$ cat config.mk
export PLATFORM = sky130hd
export DESIGN_NAME = mbc_seq
export DESIGN_NICKNAME = d
export VERILOG_FILES = /design/src/mbc_pkg.sv /design/src/mbc_seq.sv
export SDC_FILE = /design/constraint.sdc
export NUM_CORES = 1
export LEC_CHECK = 0
export ABC_AREA = 0
export BUFFER_PORTS_ARGS = -buffer_cell sky130_fd_sc_hd__buf_2
export CAP_MARGIN = 20
export CELL_PAD_IN_SITES_DETAIL_PLACEMENT = 1
export CELL_PAD_IN_SITES_GLOBAL_PLACEMENT = 1
export CORE_AREA = 3 3 40 42
export CTS_CLUSTER_DIAMETER = 60
export DETAILED_ROUTE_END_ITERATION = 6
export DIE_AREA = 0 0 43 45
export PLACE_DENSITY = 0.77
export SYNTH_ARGS = -nofsm -noshare
export SYNTH_HDL_FRONTEND = slang
export SYNTH_SLANG_ARGS = --single-unit
$ cat constraint.sdc
create_clock -name i_clk -period 3.1 [get_ports i_clk]
set_clock_uncertainty 0.2 [all_clocks]
set_input_delay 0.155 -clock i_clk [delete_from_list [all_inputs] [get_ports i_clk]]
set_output_delay 0.155 -clock i_clk [all_outputs]
set_load 0.01 [all_outputs]
$ cat src/mbc_pkg.sv
// shared types, codes and sequencer control program for the microprogrammed computer
`default_nettype none

package mbc_pkg;

    // fixed field widths
    localparam int REQ_W        = 2;
    localparam int LOAD_ADDR_W  = 11;
    localparam int LOAD_DATA_W  = 20;
    localparam int WORD_W       = 16;
    localparam int IN_TDATA_W   = 32;

    // parameter defaults
    localparam int MEM_ADDR_BITS_DEF  = 11;
    localparam int CTRL_ADDR_BITS_DEF = 7;

    // request kinds
    typedef enum logic [REQ_W-1:0] {
        REQ_LD_CS  = 2'd0,
        REQ_LD_MEM = 2'd1,
        REQ_STEP   = 2'd2,
        REQ_RESET  = 2'd3
    } t_req;

    // F1 field
    localparam logic [2:0] F1_NOP   = 3'd0;
    localparam logic [2:0] F1_ADD   = 3'd1;
    localparam logic [2:0] F1_CLRAC = 3'd2;
    localparam logic [2:0] F1_INCAC = 3'd3;
    localparam logic [2:0] F1_DRTAC = 3'd4;
    localparam logic [2:0] F1_DRTAR = 3'd5;
    localparam logic [2:0] F1_PCTAR = 3'd6;
    localparam logic [2:0] F1_WRITE = 3'd7;

    // F2 field
    localparam logic [2:0] F2_NOP   = 3'd0;
    localparam logic [2:0] F2_SUB   = 3'd1;
    localparam logic [2:0] F2_OR    = 3'd2;
    localparam logic [2:0] F2_AND   = 3'd3;
    localparam logic [2:0] F2_READ  = 3'd4;
    localparam logic [2:0] F2_ACTDR = 3'd5;
    localparam logic [2:0] F2_INCDR = 3'd6;
    localparam logic [2:0] F2_PCTDR = 3'd7;

    // F3 field
    localparam logic [2:0] F3_NOP   = 3'd0;
    localparam logic [2:0] F3_XOR   = 3'd1;
    localparam logic [2:0] F3_COM   = 3'd2;
    localparam logic [2:0] F3_SHL   = 3'd3;
    localparam logic [2:0] F3_SHR   = 3'd4;
    localparam logic [2:0] F3_INCPC = 3'd5;
    localparam logic [2:0] F3_ARTPC = 3'd6;
    localparam logic [2:0] F3_NOP7  = 3'd7;

    // condition select
    localparam logic [1:0] CD_U = 2'd0;
    localparam logic [1:0] CD_I = 2'd1;
    localparam logic [1:0] CD_S = 2'd2;
    localparam logic [1:0] CD_Z = 2'd3;

    // branch kind
    localparam logic [1:0] BR_JMP  = 2'd0;
    localparam logic [1:0] BR_CALL = 2'd1;
    localparam logic [1:0] BR_RET  = 2'd2;
    localparam logic [1:0] BR_MAP  = 2'd3;

    // opcode extraction for MAP
    localparam logic [WORD_W-1:0] OPC_MASK  = 16'h000F;
    localparam int                MAP_SHIFT = 2;

    // sequencer micro-operations
    typedef enum logic [2:0] {
        UOP_NONE,
        UOP_LD_CS,
        UOP_LD_MEM,
        UOP_EXEC,
        UOP_FETCH,
        UOP_RESET
    } t_uop;

    localparam int UPC_W = 3;

    // one sequencer control word
    typedef struct packed {
        t_uop             uop;
        logic             resp;      // deliver a result item
        logic             last;      // back to idle after this word
        logic             jmp_halt;  // jump to target when the machine halts
        logic [UPC_W-1:0] target;
    } t_ctl;

    // program addresses
    localparam logic [UPC_W-1:0] UPC_LD_CS  = 3'd0;
    localparam logic [UPC_W-1:0] UPC_LD_MEM = 3'd1;
    localparam logic [UPC_W-1:0] UPC_EXEC   = 3'd2;
    localparam logic [UPC_W-1:0] UPC_FETCH  = 3'd3;
    localparam logic [UPC_W-1:0] UPC_HALTED = 3'd4;
    localparam logic [UPC_W-1:0] UPC_RESET  = 3'd5;

    function automatic t_ctl ctl_rom(input logic [UPC_W-1:0] upc);
        t_ctl c;
        c = '{uop: UOP_NONE, resp: 1'b1, last: 1'b1, jmp_halt: 1'b0, target: UPC_LD_CS};
        unique case (upc)
            UPC_LD_CS:  c.uop = UOP_LD_CS;
            UPC_LD_MEM: c.uop = UOP_LD_MEM;
            UPC_EXEC: begin
                c.uop      = UOP_EXEC;
                c.resp     = 1'b0;
                c.last     = 1'b0;
                c.jmp_halt = 1'b1;
                c.target   = UPC_HALTED;
            end
            UPC_FETCH:  c.uop = UOP_FETCH;
            UPC_HALTED: c.uop = UOP_NONE;
            UPC_RESET:  c.uop = UOP_RESET;
            default:    c.uop = UOP_NONE;
        endcase
        return c;
    endfunction

    function automatic logic [UPC_W-1:0] entry_of(input t_req req);
        logic [UPC_W-1:0] a;
        unique case (req)
            REQ_LD_CS:  a = UPC_LD_CS;
            REQ_LD_MEM: a = UPC_LD_MEM;
            REQ_STEP:   a = UPC_EXEC;
            REQ_RESET:  a = UPC_RESET;
            default:    a = UPC_HALTED;
        endcase
        return a;
    endfunction

endpackage

`default_nettype wire

$ cat src/mbc_seq.sv
// request sequencer: step counter over the control program in the package
`default_nettype none

module mbc_seq
    import mbc_pkg::*;
(
    input  wire logic i_clk,
    input  wire logic i_rst_n,
    input  wire logic i_start,
    input  wire t_req i_req,
    input  wire logic i_out_free,
    input  wire logic i_halt_next,
    output logic      o_idle,
    output t_ctl      o_ctl,
    output logic      o_fire
);

    logic             r_busy, n_busy;
    logic [UPC_W-1:0] r_upc, n_upc;

    assign o_ctl  = ctl_rom(r_upc);
    assign o_idle = !r_busy;
    // a word with a result waits for room in the output register
    assign o_fire = r_busy && (!o_ctl.resp || i_out_free);

    always_comb begin
        n_busy = r_busy;
        n_upc  = r_upc;
        if (!r_busy) begin
            if (i_start) begin
                n_busy = 1'b1;
                n_upc  = entry_of(i_req);
            end
        end else if (o_fire) begin
            if (o_ctl.last) begin
                n_busy = 1'b0;
            end else if (o_ctl.jmp_halt && i_halt_next) begin
                n_upc = o_ctl.target;
            end else begin
                n_upc = r_upc + UPC_W'(1);
            end
        end
    end

    always_ff @(posedge i_clk) begin
        if (!i_rst_n) begin
            r_busy <= 1'b0;
            r_upc  <= UPC_LD_CS;
        end else begin
            r_busy <= n_busy;
            r_upc  <= n_upc;
        end
    end

endmodule

`default_nettype wire

==> flow_summary.toml <==
[run_status]
status = "completed"

[detailed_routing]
viasPerCell = 5.04
drt_iter0_markers = 8
num_vias = 423
wirelength_um = 1010
avgRoutedWirePerCell_um = 12.0
drc = 0
drtPass1Iterations = 4
ant_nets = 0

[synth]
synth_top_cell_by_area = "dfxtp_1"
synth_top_area_frac = 0.188
syn_avg_cell_area_um2 = 7.76
async_reset_ff_frac = 0
synthDistinctLibCells = 28
syn_inst = 55
yosys_warnings = 0
synth_edf_count = 0
ys_seq_area_frac = 0.188
synth.area.top_cells = "dfxtp_1 19%, ha_1 12%, buf_4 8.8%"
ys.flop_type = "dfxtp_1"
ys_ff_latch = 4
synth_area_um2 = 427

[final_layout]
fin_nets = 82
drive_gt1_frac = 0.362
syn2layout_area_growth_pct = 19.4
fill_cells = 178
n_antenna_cell = 0
fin_area_um2 = 509
mostFrequentLayoutCells = "15 x buf_2, 5 x o21ai_0"
final_common_cell = "buf_2"
final_cells = 84

[sta]
finalWorstSetupSlack_ps = 1050
rsz0062_at_grt = "no"
slew_viol_final = 0
final.setup.tns_ps = 0
hold_viol_final = 0
fmax_mhz = 488
setup_viol = 0
min_period_over_period = 0.661
fin_crit_ps = 2050

[clock_network]
root_buffer = "clkbuf_4"
clkSinkCount = 4
clk_pin_slew_ps = 30
insertion_delay_ps = 230
hold_buffers = 0
cts_resized = 0
htreeDepth = 1
cts_tree = "yes"
clock_path_buffers = 2
cts_made_buffers = 3
postCtsSetupRepairBufs = 0

[global_routing]
grt_use_total = 0.112
antenna_found_initial = 0
gr-total-overflow = 0
grt_pass1_vias = 403
grt_max_degree = 12
grt_pass1_wl_um = 1670

[power]
power.density_nw_per_um2 = 389
internal_power_uw = 132
clock_power_share = 0.313
leakagePower_uw = 0.000253
power.switching_uw = 66.5
p_comb_frac = 0.354
ir_drop_mv = 0.153
swShare = 0.335
p_seq_frac = 0.333

[critical_path]
timing.rr.start = "r_upc[0]$_SDFFE_PN0P_"
r2r_setup_slack_ps = 1370
crit_end = "o_ctl[6]"
cp-startpoint = "r_upc[0]$_SDFFE_PN0P_"
worstPathMaxFanout = 7
cp_data_required_time_ps = 2740
reg2regPathDepth = 5
reg2reg_to = "r_upc[2]$_SDFFE_PN0P_"
criticalPathCategory = "reg2out"
crit_path_start_kind = "flip-flop"
arrival_ps = 1690
cp-end-kind = "output pin"

[die]
die_h_um = 45
die_area_um2 = 1940
core_um2 = 1280
ios = 18
die_w_um = 43
num_rows = 13
initial_utilization = 0.332

[min_path]
hp-class = "in2reg"

[place]
gpl.final_weighted_congestion = 0.745
place_worst_setup_slack_ps = 1300
port_buffers = 15
dpl_cell_area_um2 = 487
detailed_place_hpwl_um = 815
placedCellCount = 81

[job]
drv_cap = 0
## synth_stat cells, types with 2 or more instances
cell / count
nand3_1: 2
nand3b_1: 2
nor2b_1: 2
ha_1: 4
nor3_1: 2
o31ai_1: 2
buf_4: 5
inv_1: 4
nor2_1: 4
nand2_1: 2
a21oi_1: 2
dfxtp_1: 4
o21ai_0: 5
## cell families after synthesis
logic type               after synthesis  share of synthesized area
AND/OR/NAND/NOR                       22                      0.317
AO/OA/AOI/OAI                         14                      0.238
buffers and inverters                 10                      0.132
adder cells (fa/ha/maj)                4                      0.117
flip-flops                             4                      0.188
other                                  1                    0.00879
## area by class of cell
class	instances	area [um2]	share of cell area
Multi-Input combinational cell	42	294	0.577
Inverter	5	18.8	0.0369
Timing Repair Buffer	15	75.1	0.147
Sequential cell	4	80.1	0.157
Clock buffer	3	22.5	0.0442
Tap cell	15	18.8	0.0369
## routing by layer
layer / wire [um] / up-vias / global-route usage
li1: - / 212 / -
met1: 420 / 191 / 0.136
met2: 503 / 20 / 0.189
met3: 81 / 0 / 0.0120
met4: 0 / 0 / 0.0723
met5: 0 / - / 0
## sequential cells by signal, summed over array words and instances, names as in the netlist
| signal | flops |
|---|---|
| r_upc | 3 |
| r_busy | 1 |
## worst min-delay path by stage
stage          slack (ps)  cells past startpoint     from                     to
6_report               20                      3  i_rst_n  r_upc[0]$_SDFFE_PN0P_
5_1_grt                20                      3  i_rst_n  r_upc[0]$_SDFFE_PN0P_
4_1_cts                 6                      3  i_rst_n  r_upc[0]$_SDFFE_PN0P_
3_5_place_dp          240                      2  i_rst_n      r_busy$_SDFF_PN0_
3_3_place_gp          230                      2  i_rst_n      r_busy$_SDFF_PN0_
2_1_floorplan          70                      1  i_rst_n      r_busy$_SDFF_PN0_
## critical path, cell delays in order (launching register included)
cell	delay, ps
dfxtp_1	440
inv_1	120
ha_1	300
nor2b_2	210
o21ai_0	160
o21ai_0	90
buf_2	150
## power by group through the flow
stage          Clock (uW)  Sequential (uW)  Combinational (uW)
3_3_place_gp            0             66.5                68.7
2_1_floorplan           0             62.6                54.0
3_5_place_dp            0             66.6                70.7
5_1_grt              66.2             67.0                79.7
4_1_cts              65.8             65.8                71.2
6_report             62.1             65.9                70.2
## stage by stage
stage	power (uW)	util	hold WS, ps
CTS	203	0.396	5.55
global placement	135	0.379	225
global route	213	0.396	23.0
detailed placement	137	0.379	241
floorplan	117	-	72.5
finish	198	0.396	16.8
(Power assumes the default switching activity.)
